--- src/rtl/delta_run_length_coord_decoder_unit_macros.svh ---
// ----------------------------------------------------------------------------
// Assertion macros for the coordinate decoder
// Shared forms for the concurrent checks used inside the RTL modules.
// ----------------------------------------------------------------------------
`ifndef DELTA_RUN_LENGTH_COORD_DECODER_UNIT_MACROS_SVH
`define DELTA_RUN_LENGTH_COORD_DECODER_UNIT_MACROS_SVH

// The consequent must hold in the same cycle as the antecedent.
`define DRLCD_ASSERT_SAME(name, clk, rst, ante, cons) \
  name: assert property (@(posedge clk) disable iff (rst) (ante) |-> (cons)) \
    else $error("decoder check failed");

// The consequent must hold in the cycle after the antecedent.
`define DRLCD_ASSERT_NEXT(name, clk, rst, ante, cons) \
  name: assert property (@(posedge clk) disable iff (rst) (ante) |=> (cons)) \
    else $error("decoder check failed");

`endif

--- src/rtl/drlcd_pkg.sv ---
// ----------------------------------------------------------------------------
// Coordinate decoder package
// Types, codes and single-precision helper functions shared by the modules.
// ----------------------------------------------------------------------------
`default_nettype none

package drlcd_pkg;

  localparam int MAX_POINTS_DEF = 4096;
  localparam int QUEUE_DEPTH_DEF = 4;

  typedef enum logic [1:0] {
    ST_VALUE    = 2'd0,
    ST_OVERFLOW = 2'd1,
    ST_BUSY     = 2'd2
  } status_t;

  typedef enum logic {
    CMD_PUSH = 1'b0,
    CMD_PULL = 1'b1
  } cmd_t;

  typedef enum logic {
    REG_POINT_COUNT = 1'b0,
    REG_AXIS        = 1'b1
  } reg_index_t;

  typedef struct packed {
    logic       cmd;
    logic [7:0] data_byte;
    logic       last_byte;
  } item_t;

  typedef struct packed {
    logic [31:0] coord_bits;
    logic [11:0] coord_index;
    logic [1:0]  axis_out;
    logic        last_coord;
    logic        run_pending;
    logic [1:0]  status;
  } result_t;

  typedef struct packed {
    status_t     kind;
    logic [31:0] word;
    logic [31:0] step;
    logic [12:0] index;
    logic        last;
    logic        pend;
  } job_t;

  typedef struct packed {
    logic                sign;
    logic                zero;
    logic [39:0]         mant;
    logic signed [10:0]  bexp;
  } fp_norm_t;

  localparam logic [31:0] FP_DEFAULT_NAN = 32'hFFC0_0000;

  function automatic logic [31:0] fp_quiet(logic [31:0] v);
    return v | 32'h0040_0000;
  endfunction

  function automatic logic fp_is_nan(logic [31:0] v);
    return (v[30:23] == 8'hFF) && (v[22:0] != 23'd0);
  endfunction

  function automatic logic fp_is_inf(logic [31:0] v);
    return (v[30:23] == 8'hFF) && (v[22:0] == 23'd0);
  endfunction

  function automatic logic [23:0] fp_sig(logic [31:0] v);
    return {(v[30:23] != 8'd0), v[22:0]};
  endfunction

  function automatic logic [7:0] fp_exp(logic [31:0] v);
    return (v[30:23] != 8'd0) ? v[30:23] : 8'd1;
  endfunction

  // Value is m * 2^e; the result holds m shifted up to bit 39 and its biased exponent.
  function automatic fp_norm_t fp_normalize(logic sign, logic [39:0] m,
                                            logic signed [10:0] e);
    fp_norm_t   r;
    logic [5:0] lz;
    lz = 6'd0;
    for (int i = 0; i < 40; i++) begin
      if (m[i]) begin
        lz = 6'(39 - i);
      end
    end
    r.sign = sign;
    r.zero = (m == 40'd0);
    r.mant = m << lz;
    r.bexp = e + 11'sd166 - $signed({5'd0, lz});
    return r;
  endfunction

  function automatic logic [31:0] fp_round(fp_norm_t n);
    logic [5:0]  sh;
    logic [39:0] ms;
    logic        stky;
    logic [23:0] s;
    logic        g;
    logic        st;
    logic [7:0]  ef;
    logic [30:0] mag;
    sh = 6'd0;
    ms = n.mant;
    stky = 1'b0;
    ef = n.bexp[7:0];
    if (n.bexp < 11'sd1) begin
      if (n.bexp < -11'sd38) begin
        sh = 6'd40;
      end else begin
        sh = 6'(11'sd1 - n.bexp);
      end
      ms = n.mant >> sh;
      stky = |(n.mant & ~({40{1'b1}} << sh));
      ef = 8'd0;
    end
    s = ms[39:16];
    g = ms[15];
    st = (|ms[14:0]) | stky;
    mag = {ef, s[22:0]} + 31'(g & (st | s[0]));
    if (n.zero) begin
      return {n.sign, 31'd0};
    end else if (n.bexp >= 11'sd255) begin
      return {n.sign, 8'hFF, 23'd0};
    end
    return {n.sign, mag};
  endfunction

endpackage

`default_nettype wire

--- src/rtl/delta_run_length_coord_decoder_unit.sv ---
// One stream byte or one pull request is taken every cycle while the job queue
// has room; each value passes through the queue stage and then the six-stage
// single-precision multiply-add pipeline, and values keep following one per
// cycle while results are taken. Error results (overflow, busy) travel the same
// pipeline so order is kept.
`default_nettype none

module delta_run_length_coord_decoder_unit #(
  parameter int MAX_POINTS  = drlcd_pkg::MAX_POINTS_DEF,
  parameter int QUEUE_DEPTH = drlcd_pkg::QUEUE_DEPTH_DEF
) (
  input  wire logic           clk,
  input  wire logic           rst,
  input  wire logic           item_valid,
  output logic                item_ready,
  input  drlcd_pkg::item_t    item,
  output logic                result_valid,
  input  wire logic           result_ready,
  output drlcd_pkg::result_t  result,
  input  wire logic           cfg_valid,
  output logic                cfg_ready,
  input  wire logic           cfg_index,
  input  wire logic [12:0]    cfg_data
);

  logic [12:0]     point_count;
  logic [1:0]      axis;
  logic            q_full, q_nonempty, push, pop, accept;
  drlcd_pkg::job_t job_in, job_out;

  assign cfg_ready = 1'b1;
  assign item_ready = !q_full;
  assign accept = item_valid && item_ready;

  always_ff @(posedge clk) begin
    if (rst) begin
      point_count <= 13'd1;
      axis <= 2'd0;
    end else if (cfg_valid) begin
      case (cfg_index)
        drlcd_pkg::REG_POINT_COUNT: point_count <= cfg_data;
        drlcd_pkg::REG_AXIS:        axis <= cfg_data[1:0];
        default: begin
        end
      endcase
    end
  end

  drlcd_front #(.MAX_POINTS(MAX_POINTS)) u_front (
    .clk(clk), .rst(rst), .accept(accept), .item(item),
    .point_count(point_count), .push(push), .job(job_in)
  );

  drlcd_queue #(.DEPTH(QUEUE_DEPTH)) u_queue (
    .clk(clk), .rst(rst), .push(push), .wdata(job_in), .full(q_full),
    .pop(pop), .rdata(job_out), .nonempty(q_nonempty)
  );

  drlcd_back u_back (
    .clk(clk), .rst(rst), .job_valid(q_nonempty), .job(job_out), .job_take(pop),
    .axis(axis), .result_valid(result_valid), .result_ready(result_ready),
    .result(result)
  );

endmodule

`default_nettype wire

--- src/rtl/drlcd_queue.sv ---
// ----------------------------------------------------------------------------
// Decoder job queue
// Small first-in first-out store between the stream parser and the
// arithmetic pipeline.
// ----------------------------------------------------------------------------
`default_nettype none

module drlcd_queue #(
  parameter int DEPTH = drlcd_pkg::QUEUE_DEPTH_DEF
) (
  input  wire logic            clk,
  input  wire logic            rst,
  input  wire logic            push,
  input  drlcd_pkg::job_t      wdata,
  output logic                 full,
  input  wire logic            pop,
  output drlcd_pkg::job_t      rdata,
  output logic                 nonempty
);

  localparam int PtrW = (DEPTH > 1) ? $clog2(DEPTH) : 1;
  localparam int CntW = $clog2(DEPTH + 1);

  drlcd_pkg::job_t slots [DEPTH];
  logic [PtrW-1:0] wr_ptr;
  logic [PtrW-1:0] rd_ptr;
  logic [CntW-1:0] count;

  function automatic logic [PtrW-1:0] bump(logic [PtrW-1:0] p);
    return (p == PtrW'(DEPTH - 1)) ? '0 : PtrW'(p + 1'b1);
  endfunction

  assign full = (count == CntW'(DEPTH));
  assign nonempty = (count != '0);
  assign rdata = slots[rd_ptr];

  always_ff @(posedge clk) begin
    if (push) begin
      slots[wr_ptr] <= wdata;
    end
  end

  always_ff @(posedge clk) begin
    if (rst) begin
      wr_ptr <= '0;
      rd_ptr <= '0;
      count <= '0;
    end else begin
      if (push) begin
        wr_ptr <= bump(wr_ptr);
      end
      if (pop) begin
        rd_ptr <= bump(rd_ptr);
      end
      if (push && !pop) begin
        count <= CntW'(count + 1'b1);
      end else if (pop && !push) begin
        count <= CntW'(count - 1'b1);
      end
    end
  end

  `include "delta_run_length_coord_decoder_unit_macros.svh"

  `DRLCD_ASSERT_SAME(a_no_pop_empty, clk, rst, pop, nonempty)
  `DRLCD_ASSERT_SAME(a_no_push_full, clk, rst, push && full, pop)

endmodule

`default_nettype wire

--- src/rtl/drlcd_front.sv ---
// ----------------------------------------------------------------------------
// Decoder front end
// Parses the byte stream and pull requests, tracks runs and positions, and
// issues one job per result into the queue.
// ----------------------------------------------------------------------------
`default_nettype none

module drlcd_front #(
  parameter int MAX_POINTS = drlcd_pkg::MAX_POINTS_DEF
) (
  input  wire logic          clk,
  input  wire logic          rst,
  input  wire logic          accept,
  input  drlcd_pkg::item_t   item,
  input  wire logic [12:0]   point_count,
  output logic               push,
  output drlcd_pkg::job_t    job
);

  localparam int LimW = $clog2(MAX_POINTS + 1);
  localparam int CmpW = (LimW > 14) ? LimW : 14;

  typedef enum logic [4:0] {
    PH_HEADER  = 5'b00001,
    PH_COUNT   = 5'b00010,
    PH_SKIP    = 5'b00100,
    PH_LITERAL = 5'b01000,
    PH_PULL    = 5'b10000
  } phase_t;

  phase_t      phase, phase_next;
  logic [2:0]  byte_in_word, byte_in_word_next;
  logic [31:0] base_value, base_value_next;
  logic [31:0] step_value, step_value_next;
  logic [31:0] word_assembly, word_assembly_next;
  logic [6:0]  literal_left, literal_left_next;
  logic [6:0]  repeat_left, repeat_left_next;
  logic [12:0] next_index, next_index_next;
  logic        stream_done, stream_done_next;
  logic        lit_ovf;
  logic [31:0] wa_shift;

  function automatic logic at_limit(logic [12:0] v, logic [12:0] pc);
    return (CmpW'(v) >= CmpW'(pc)) || (CmpW'(v) >= CmpW'(MAX_POINTS));
  endfunction

  always_comb begin
    phase_next = phase;
    byte_in_word_next = byte_in_word;
    base_value_next = base_value;
    step_value_next = step_value;
    word_assembly_next = word_assembly;
    literal_left_next = literal_left;
    repeat_left_next = repeat_left;
    next_index_next = next_index;
    stream_done_next = stream_done;
    lit_ovf = 1'b0;
    push = 1'b0;
    job = '0;
    job.kind = drlcd_pkg::ST_VALUE;
    job.step = step_value;
    wa_shift = {word_assembly[23:0], item.data_byte};
    if (accept) begin
      if (item.cmd == drlcd_pkg::CMD_PULL) begin
        if (phase == PH_PULL && repeat_left != 7'd0) begin
          push = 1'b1;
          if (at_limit(next_index, point_count)) begin
            repeat_left_next = 7'd0;
            stream_done_next = 1'b1;
            phase_next = PH_COUNT;
            job.kind = drlcd_pkg::ST_OVERFLOW;
          end else begin
            job.word = base_value;
            job.index = next_index;
            job.last = (14'(next_index) + 14'd1 == 14'(point_count));
            next_index_next = 13'(next_index + 13'd1);
            repeat_left_next = 7'(repeat_left - 7'd1);
            if (repeat_left_next == 7'd0) begin
              phase_next = PH_COUNT;
              if (at_limit(next_index_next, point_count)) begin
                stream_done_next = 1'b1;
              end
            end
            job.pend = (repeat_left_next != 7'd0);
          end
        end
      end else if (phase == PH_PULL) begin
        push = 1'b1;
        job.kind = drlcd_pkg::ST_BUSY;
        job.pend = 1'b1;
      end else if (!stream_done) begin
        case (phase)
          PH_HEADER: begin
            word_assembly_next = wa_shift;
            if (byte_in_word == 3'd3) begin
              base_value_next = wa_shift;
            end
            if (byte_in_word == 3'd7) begin
              step_value_next = wa_shift;
              byte_in_word_next = 3'd0;
              phase_next = PH_COUNT;
              if (at_limit(next_index, point_count)) begin
                stream_done_next = 1'b1;
              end
            end else begin
              byte_in_word_next = 3'(byte_in_word + 3'd1);
            end
          end
          PH_COUNT: begin
            byte_in_word_next = 3'd0;
            if (!item.data_byte[7]) begin
              repeat_left_next = item.data_byte[6:0];
              phase_next = PH_SKIP;
            end else begin
              literal_left_next = item.data_byte[6:0];
              if (item.data_byte[6:0] != 7'd0) begin
                phase_next = PH_LITERAL;
              end
            end
          end
          PH_SKIP: begin
            if (byte_in_word == 3'd3) begin
              byte_in_word_next = 3'd0;
              if (repeat_left != 7'd0) begin
                phase_next = PH_PULL;
              end else begin
                phase_next = PH_COUNT;
                if (at_limit(next_index, point_count)) begin
                  stream_done_next = 1'b1;
                end
              end
            end else begin
              byte_in_word_next = 3'(byte_in_word + 3'd1);
            end
          end
          PH_LITERAL: begin
            if (byte_in_word == 3'd0 && at_limit(next_index, point_count)) begin
              lit_ovf = 1'b1;
              stream_done_next = 1'b1;
              literal_left_next = 7'd0;
              phase_next = PH_COUNT;
              push = 1'b1;
              job.kind = drlcd_pkg::ST_OVERFLOW;
            end else begin
              word_assembly_next = wa_shift;
              if (byte_in_word >= 3'd3) begin
                byte_in_word_next = 3'd0;
                push = 1'b1;
                job.word = wa_shift;
                job.index = next_index;
                job.last = (14'(next_index) + 14'd1 == 14'(point_count));
                next_index_next = 13'(next_index + 13'd1);
                literal_left_next = 7'(literal_left - 7'd1);
                if (literal_left_next == 7'd0) begin
                  phase_next = PH_COUNT;
                  if (at_limit(next_index_next, point_count)) begin
                    stream_done_next = 1'b1;
                  end
                end
              end else begin
                byte_in_word_next = 3'(byte_in_word + 3'd1);
              end
            end
          end
          default: begin
            phase_next = PH_COUNT;
          end
        endcase
        if (!lit_ovf && item.last_byte) begin
          stream_done_next = 1'b1;
          if (phase_next == PH_SKIP) begin
            byte_in_word_next = 3'd0;
            phase_next = (repeat_left_next != 7'd0) ? PH_PULL : PH_COUNT;
          end
        end
      end
    end
  end

  always_ff @(posedge clk) begin
    if (rst) begin
      phase <= PH_HEADER;
      byte_in_word <= 3'd0;
      base_value <= 32'd0;
      step_value <= 32'd0;
      word_assembly <= 32'd0;
      literal_left <= 7'd0;
      repeat_left <= 7'd0;
      next_index <= 13'd0;
      stream_done <= 1'b0;
    end else begin
      phase <= phase_next;
      byte_in_word <= byte_in_word_next;
      base_value <= base_value_next;
      step_value <= step_value_next;
      word_assembly <= word_assembly_next;
      literal_left <= literal_left_next;
      repeat_left <= repeat_left_next;
      next_index <= next_index_next;
      stream_done <= stream_done_next;
    end
  end

  `include "delta_run_length_coord_decoder_unit_macros.svh"

  `DRLCD_ASSERT_SAME(a_pull_has_run, clk, rst, phase == PH_PULL, repeat_left != 7'd0)
  `DRLCD_ASSERT_NEXT(a_index_steps, clk, rst, push && job.kind == drlcd_pkg::ST_VALUE,
                     next_index == 13'($past(next_index) + 13'd1))

endmodule

`default_nettype wire

--- src/rtl/drlcd_back.sv ---
// ----------------------------------------------------------------------------
// Decoder arithmetic back end
// Six-stage single-precision pipeline forming word + index * step with
// round to nearest even, ending in the result register.
// ----------------------------------------------------------------------------
`default_nettype none

module drlcd_back (
  input  wire logic           clk,
  input  wire logic           rst,
  input  wire logic           job_valid,
  input  drlcd_pkg::job_t     job,
  output logic                job_take,
  input  wire logic [1:0]     axis,
  output logic                result_valid,
  input  wire logic           result_ready,
  output drlcd_pkg::result_t  result
);

  typedef struct packed {
    drlcd_pkg::status_t kind;
    logic [11:0]        index;
    logic               last;
    logic               pend;
  } meta_t;

  logic en;
  logic v1, v2, v3, v4, v5, v6;
  meta_t m1, m2, m3, m4, m5, m6;

  logic [31:0]        w1, w2, w3;
  logic [36:0]        p1;
  logic signed [10:0] pe1;
  logic               ps1, pspec1, pspec2;
  logic [31:0]        pbits1, pbits2;
  drlcd_pkg::fp_norm_t pn2;
  logic [31:0]        prod3;

  logic [27:0]        r4;
  logic signed [10:0] e4, e5;
  logic               s4;
  logic               aspec4, aspec5;
  logic [31:0]        abits4, abits5;
  drlcd_pkg::fp_norm_t an5;
  logic [31:0]        sum6;

  logic [23:0] step_sig;
  logic [31:0] a_spec_bits;
  logic        a_spec;
  logic [31:0] big, lesser;
  logic [7:0]  d;
  logic [26:0] ax, bx, bsh;
  logic [27:0] rsum;

  assign en = !v6 || result_ready;
  assign job_take = job_valid && en;
  assign step_sig = drlcd_pkg::fp_sig(job.step);

  always_comb begin
    a_spec = 1'b1;
    a_spec_bits = 32'd0;
    if (drlcd_pkg::fp_is_nan(w3)) begin
      a_spec_bits = drlcd_pkg::fp_quiet(w3);
    end else if (drlcd_pkg::fp_is_nan(prod3)) begin
      a_spec_bits = drlcd_pkg::fp_quiet(prod3);
    end else if (drlcd_pkg::fp_is_inf(w3) && drlcd_pkg::fp_is_inf(prod3) &&
                 (w3[31] != prod3[31])) begin
      a_spec_bits = drlcd_pkg::FP_DEFAULT_NAN;
    end else if (drlcd_pkg::fp_is_inf(w3)) begin
      a_spec_bits = w3;
    end else if (drlcd_pkg::fp_is_inf(prod3)) begin
      a_spec_bits = prod3;
    end else begin
      a_spec = 1'b0;
    end
    if (w3[30:0] >= prod3[30:0]) begin
      big = w3;
      lesser = prod3;
    end else begin
      big = prod3;
      lesser = w3;
    end
    d = 8'(drlcd_pkg::fp_exp(big) - drlcd_pkg::fp_exp(lesser));
    ax = {drlcd_pkg::fp_sig(big), 3'b000};
    bx = {drlcd_pkg::fp_sig(lesser), 3'b000};
    if (d >= 8'd27) begin
      bsh = {26'd0, |bx};
    end else begin
      bsh = (bx >> d) | {26'd0, |(bx & ~({27{1'b1}} << d))};
    end
    if (big[31] != lesser[31]) begin
      rsum = {1'b0, ax} - {1'b0, bsh};
    end else begin
      rsum = {1'b0, ax} + {1'b0, bsh};
    end
  end

  always_ff @(posedge clk) begin
    if (rst) begin
      v1 <= 1'b0;
      v2 <= 1'b0;
      v3 <= 1'b0;
      v4 <= 1'b0;
      v5 <= 1'b0;
      v6 <= 1'b0;
    end else if (en) begin
      v1 <= job_take;
      v2 <= v1;
      v3 <= v2;
      v4 <= v3;
      v5 <= v4;
      v6 <= v5;
    end
  end

  always_ff @(posedge clk) begin
    if (en) begin
      m1 <= '{kind: job.kind, index: job.index[11:0], last: job.last, pend: job.pend};
      w1 <= job.word;
      p1 <= 37'(job.index) * 37'(step_sig);
      pe1 <= $signed({3'd0, drlcd_pkg::fp_exp(job.step)}) - 11'sd150;
      ps1 <= job.step[31];
      pspec1 <= 1'b1;
      if (drlcd_pkg::fp_is_nan(job.step)) begin
        pbits1 <= drlcd_pkg::fp_quiet(job.step);
      end else if (drlcd_pkg::fp_is_inf(job.step)) begin
        pbits1 <= (job.index == 13'd0) ? drlcd_pkg::FP_DEFAULT_NAN : job.step;
      end else if (job.index == 13'd0 || step_sig == 24'd0) begin
        pbits1 <= {job.step[31], 31'd0};
      end else begin
        pspec1 <= 1'b0;
        pbits1 <= 32'd0;
      end

      m2 <= m1;
      w2 <= w1;
      pspec2 <= pspec1;
      pbits2 <= pbits1;
      pn2 <= drlcd_pkg::fp_normalize(ps1, {3'd0, p1}, pe1);

      m3 <= m2;
      w3 <= w2;
      prod3 <= pspec2 ? pbits2 : drlcd_pkg::fp_round(pn2);

      m4 <= m3;
      aspec4 <= a_spec;
      abits4 <= a_spec_bits;
      r4 <= rsum;
      e4 <= $signed({3'd0, drlcd_pkg::fp_exp(big)}) - 11'sd153;
      s4 <= (rsum == 28'd0) ? (w3[31] & prod3[31]) : big[31];

      m5 <= m4;
      aspec5 <= aspec4;
      abits5 <= abits4;
      e5 <= e4;
      an5 <= drlcd_pkg::fp_normalize(s4, {12'd0, r4}, e4);

      m6 <= m5;
      if (m5.kind != drlcd_pkg::ST_VALUE) begin
        sum6 <= 32'd0;
      end else if (aspec5) begin
        sum6 <= abits5;
      end else begin
        sum6 <= drlcd_pkg::fp_round(an5);
      end
    end
  end

  assign result_valid = v6;
  always_comb begin
    result.coord_bits = sum6;
    result.axis_out = axis;
    result.status = m6.kind;
    result.run_pending = m6.pend;
    if (m6.kind == drlcd_pkg::ST_VALUE) begin
      result.coord_index = m6.index;
      result.last_coord = m6.last;
    end else begin
      result.coord_index = 12'd0;
      result.last_coord = 1'b0;
    end
  end

  `include "delta_run_length_coord_decoder_unit_macros.svh"

  `DRLCD_ASSERT_SAME(a_error_zero, clk, rst,
                     v6 && m6.kind != drlcd_pkg::ST_VALUE, sum6 == 32'd0)
  `DRLCD_ASSERT_NEXT(a_hold_stall, clk, rst, v6 && !result_ready, v6 && $stable(sum6))

endmodule

`default_nettype wire

--- config.mk ---
export PLATFORM = sky130hd
export DESIGN_NAME = delta_run_length_coord_decoder_unit
export DESIGN_NICKNAME = d
export VERILOG_FILES = /design/src/rtl/drlcd_pkg.sv /design/src/rtl/delta_run_length_coord_decoder_unit.sv /design/src/rtl/drlcd_queue.sv /design/src/rtl/drlcd_front.sv /design/src/rtl/drlcd_back.sv
export VERILOG_INCLUDE_DIRS = /design/src /design/src/rtl
export SDC_FILE = /design/constraint.sdc
export NUM_CORES = 2
export LEC_CHECK = 0
export ABC_AREA = 1
export BUFFER_PORTS_ARGS = -buffer_cell sky130_fd_sc_hd__buf_2
export CAP_MARGIN = 20
export CORE_UTILIZATION = 50
export DETAILED_ROUTE_END_ITERATION = 10
export MAX_ROUTING_LAYER = met4
export PLACE_DENSITY_LB_ADDON = 0.12
export SETUP_SLACK_MARGIN = 0.15
export SYNTH_ARGS = -nofsm -noshare
export SYNTH_HDL_FRONTEND = slang
export SYNTH_SLANG_ARGS = --single-unit
--- constraint.sdc ---
create_clock -name clk -period 41.7 [get_ports clk]
set_input_delay 8.34 -clock clk [delete_from_list [all_inputs] [get_ports clk]]
set_output_delay 8.34 -clock clk [all_outputs]
set_load 0.01 [all_outputs]
# Word-level counts from Yosys, hierarchy flattened
# Memories as Yosys holds them, arrays and structs flattened. A register that Yosys moved wholly into a read port is not among the register bits.
# Cells that the tools add are included.
# W data, S select, Z words.
# word_totals
reg_bits	735
ramBits	324
inputBits	29
output_inout_bits	53
word_cells	481
n_memories	1
# classes
add_sub_neg	22
multipliers	1
magnitude_cmp	13
n_eq_ne	27
n_shift	8
muxes	245
bitwise_logic	18
reduce_logical	73
# mem_list
name	words	word_bits	read_ports	rd_ports_with_merged_regs	wr	line	source
u_queue.slots	4	81	1	1	1	drlcd_queue.sv:24	drlcd_pkg::job_t slots [DEPTH];
# op_table
op	n
$mux W32	23
$mux W6	75
$mux W39	6
$mux W34	5
$mux W5	21
$mux W13	8
$mux W7	14
$and A40 B40 Y40	2
$not A40 Y40	2
$reduce_or A40 Y1	2
$shl A40 B6 Y40 const A	2
$shr A40 B6 Y39	2
$mux W8	9
$mux W14	5
$logic_not A23 Y1	3
$reduce_bool A23 Y1	3
$add A31 B31 Y31	2
$and A1 B31 Y31	2
$mux W15	4
$logic_not A28 Y1	2
$mux W1	53
$pmux W24 S2	1
$shl A28 B6 Y40	1
$shl A37 B6 Y40	1
other kinds (79)	159

# Longest topological paths before layout
# logic_depth
depth_word	39
ltp_mapped	75
mapped_depth_nobuf	73

# By module
# A second synthesis with hierarchy kept.
# hier_totals
cells_unflattened	8112
hier_area_um2	68529.5
# by_module_without_submodules
module	instances	cells_each	area_each_um2	seq_area_each_um2
drlcd_back	1	6083	47988.5	17506.8
drlcd_queue	1	843	12544.5	9909.5
drlcd_front	1	1087	7268.2	2482.4
delta_run_length_coord_decoder_unit	1	99	728.2	300.3

# Least setup slack after synthesis
# OpenSTA, ideal clock, no wires.
# synth_path
path_type	input to register
startpoint	in result_ready
endpoint	reg u_back.abits4[0], enable pin
setup_ps	928
arrival_ps	19649
setup_slack_ps	21124
cell_stages	2
path_cell_list	nor2_1 > inv_1
# synth_between
elab_chain_len	1
# synth_rtl
item	line	source
start: declaration	delta_run_length_coord_decoder_unit.sv:18	input wire logic result_ready,
$logic_or A1 B1 Y1	drlcd_back.sv:55	assign en = !v6 || result_ready;
end signal: assignment	drlcd_back.sv:147	abits4 <= a_spec_bits;
end: declaration	drlcd_back.sv:43	logic [31:0] abits4, abits5;
# Every way passes these cells.
# A chain may end at the register's enable or synchronous reset.

# Worst setup path after layout
# layout_path
startpoint	in result_ready
endpoint	reg u_back.pn2[38] in the netlist's numbering, enable pin
# layout_between
elab_chain_len	1
# layout_rtl
item	line	source
$logic_or A1 B1 Y1	drlcd_back.sv:55	
end signal: assignment	drlcd_back.sv:139	pn2 <= drlcd_pkg::fp_normalize(ps1, {3'd0, p1}, pe1);
end: declaration	drlcd_back.sv:36	drlcd_pkg::fp_norm_t pn2;
# Every way passes these cells.

==> results by stage <==
Run status:
- The run finished with clean final reports.

Clock network:
- The insertion delay of the later-clocked pin in the worst-skew pair is 750 ps.
- The cts-stage hold buffer count is 0.
- The H-tree depth is 3.
- The deepest clock path buffer count is 3.
- Clock-pin slew was measured on the worst setup and hold paths at 60 ps.
- The number of buffers inserted by post-CTS setup repair is 0.
- In this run, post-CTS repair resized a total of 0 instances.
- The total clock sinks is 1057.
- Clock tree synthesis selected as its root buffer the cell clkbuf_16.
- TritonCTS built the clock tree.
- Buffers inserted during clock tree synthesis total 107.

Routing:
- The iteration count of the initial detailed-routing pass is 6.
- The routed via count divided by cell count is 5.65.
- For this run, design rule violations remaining after detail routing come to 0.
- The number of nets with antenna violations after routing is 0.
- The total detailed-routing wirelength is 190000 µm.
- After detailed routing, the average wire length per cell comes to 20.0 µm.
- The via count of the routed design is 53529.
- The initial detailed-routing violation count is 4818.

Die:
- The count of standard-cell rows is 133.
- In this run the count of I/O pins placed on the die edge is 82.
- The die covers 134000 µm².
- Once the floorplan was initialized, standard cells occupied 50.4% of the core.
- The horizontal die dimension is 366 µm.
- The core area is 131000 µm².
- The die is 366 µm tall.

Hold path:
- The type of the worst min-delay path is flop to flop.

Worst setup path:
- The worst setup path is captured at a flop.
- The start-to-end type of the worst setup path is input pin to flop.
- The worst-path maximum fanout is 143.
- The data arrival time of the worst path is 11490 ps.
- STA puts the critical path data required time at 42060 ps.
- The kind of start point of the critical path is an input pin.

Timing:
- Setup repair after global routing left no endpoint under its margin.
- Headroom to the max-slew limit came out at 30.7%.
- On the final layout, the worst hold slack is 383 ps.
- The number of pins exceeding their max-slew limit in the final report came to 0.
- The transition time of the tightest slew-check pin is 1040 ps.
- In the finished design, the share of the clock period the worst path needs comes to 26.7%.
- Timing would allow up to 89.8 MHz.
- The clock arrives with 75.7 ps of skew.
- The worst path in the final design needs a cycle of 11130 ps, including I/O delays and setup.
- The setup-violating endpoint count in the final report is 0.
- The final hold violation count is 0.
- The total negative setup slack is 0 ps.

Logic synthesis:
- The most used flip-flop cell after synthesis is edfxtp_1.
- By area the synthesized netlist is led by edfxtp_1 41%, nand2_1 9.5%, fa_1 7.5%.
- Summing every instance area after synthesis gives 66100 µm².
- The count of flip-flops with a built-in enable after synthesis is 903.
- Synthesis produced 7671 cells.
- The synthesized design contains 1057 register bits.
- After synthesis, the mean cell area works out to 8.62 µm².
- The share of synthesized flip-flops with an asynchronous set or reset is 0%.
- The area share of the largest cell type after synthesis is 41.0%.
- After synthesis, the netlist uses 73 different library cells.
- The cell type with the largest total area after synthesis is edfxtp_1.
- The count of warnings emitted by yosys is 0.
- After synthesis, flip-flops and latches occupy 45.7% of the total area.

Run:
- The tool flagged a number of max-cap violations equal to 0.

Layout:
- The share of final-layout standard cells stronger than drive strength 1 is 5.70%.
- In the final design database the tool counted 8149 nets.
- The repair_antennas step left the layout with diodes totalling 0.
- Relative to the synthesized area, the layout overhead comes to 8.78%.
- Counting the fill cells in the layout gives 12161.
- Cells fill 54.8% of the core in the end.

Global routing:
- The via count of the first global-routing pass came to 50338.
- The pin count of the biggest net entering global routing is 144.
- The initial antenna violation count is 1.
- The first global-routing pass estimated 292000 µm of wire.
- The total global routing track utilization is 28.7%.
- For this run the aggregate overflow at the end of global routing stands at 0.

Placement:
- The routability congestion estimate is 1.02.
- The placed wire-length estimate is 141000 µm.
- Port buffering added 80 buffers.
## cell type report
type	instances	area (µm²)	area share, %
inverter	1035	3900	5.42
multi-input combinational	5248	30900	42.9
timing repair buffer	178	1180	1.64
clock inverter	59	734	1.02
sequential	1057	30200	42.0
clock buffer	141	2850	3.95
tap	1755	2200	3.05
## cell usage in the layout (no fill, tap or decap), drive strengths merged, types with 10 or more instances in the layout
cell,count
a211oi,41
a21oi,433
a31oi,49
a32oi,41
buf,178
bufinv,10
clkbuf,141
clkinv,49
conb,16
dfxtp,154
edfxtp,903
fa,247
ha,246
inv,1029
mux2i,33
nand2,1688
nand3,318
nand3b,10
nand4,51
nor2,686
nor3,83
nor4,67
o211ai,28
o21a,17
o21ai,838
o221ai,21
o22ai,89
o31ai,22
or2,28
xnor2,21
xor2,80
## final timing paths
path / startpoint / end / slack (ps) / cells past startpoint
hold reg to reg: u_back.abits4[24] / u_back.abits5[24] / 380 / 0
hold / removal: u_back.abits4[24] / u_back.abits5[24] / 380 / 0
setup / recovery: result_ready / u_back.pn2[38] / 30570 / 6
setup reg to reg: u_back.prod3[9] / u_back.s4 / 31120 / 71
## cells in the mapped netlist, types with 17 or more instances
library cell	n
inv_1	1013
edfxtp_1	903
mux2i_1	33
a31oi_1	49
clkbuf_1	295
buf_1	28
a21oi_1	429
o21ai_1	20
a211oi_1	41
nor2_1	675
xor2_1	80
nand4_1	51
nand2_1	1673
a32oi_1	41
nand3_1	315
o211ai_1	28
or2_2	27
o221ai_1	21
nor4_1	66
o21ai_0	815
dfxtp_1	154
o31ai_1	22
xnor2_1	21
ha_1	246
fa_1	247
o22ai_1	89
nor3_1	83
o21a_1	17
## through the flow
stage	cell area [µm²]	std cells	worst slack, ps
floorplan	66200	7685	21120
global placement	68300	9271	29880
detailed placement	68300	9271	29850
CTS	71900	9471	30630
global route	72000	9473	30100
finish	72000	9473	30570
## state kept, by name (all words and copies together) (netlist names), 37 cells and up, named ones only
register,flops
u_back.an5,53
u_back.pn2,53
u_back.p1,37
u_queue.slots,324
## critical path, stage by stage
cell    delay (ps)
buf_2           80
nor2_1         140
inv_8          500
buf_12         630
buf_4          780
buf_4          680
## per-layer routing
| metal | GRT usage (%) | vias up | share of wire [%] |
|---|---|---|---|
| met2 | 45.4 | 1892 | 46 |
| met4 | 9.46 | 0 | 3.5 |
| met1 | 38.5 | 25527 | 44 |
| li1 | - | 25755 | - |
| met5 | - | - | 0 |
| met3 | 3.55 | 355 | 6.2 |
## logic make-up after synthesis
family,count (synthesis),synth area share (%)
fa+ha+maj,493,12.1
compound gates,1662,14.1
other cells,2,0.0114
flops,1057,45.7
buf+inv,1380,7.93
xor+xnor,101,1.34
simple gates,2943,18.4
mux,33,0.499
Power is left out: the tool's default activity adds up to more than one toggle a clock period on the data nets, which glitch-free logic cannot reach.
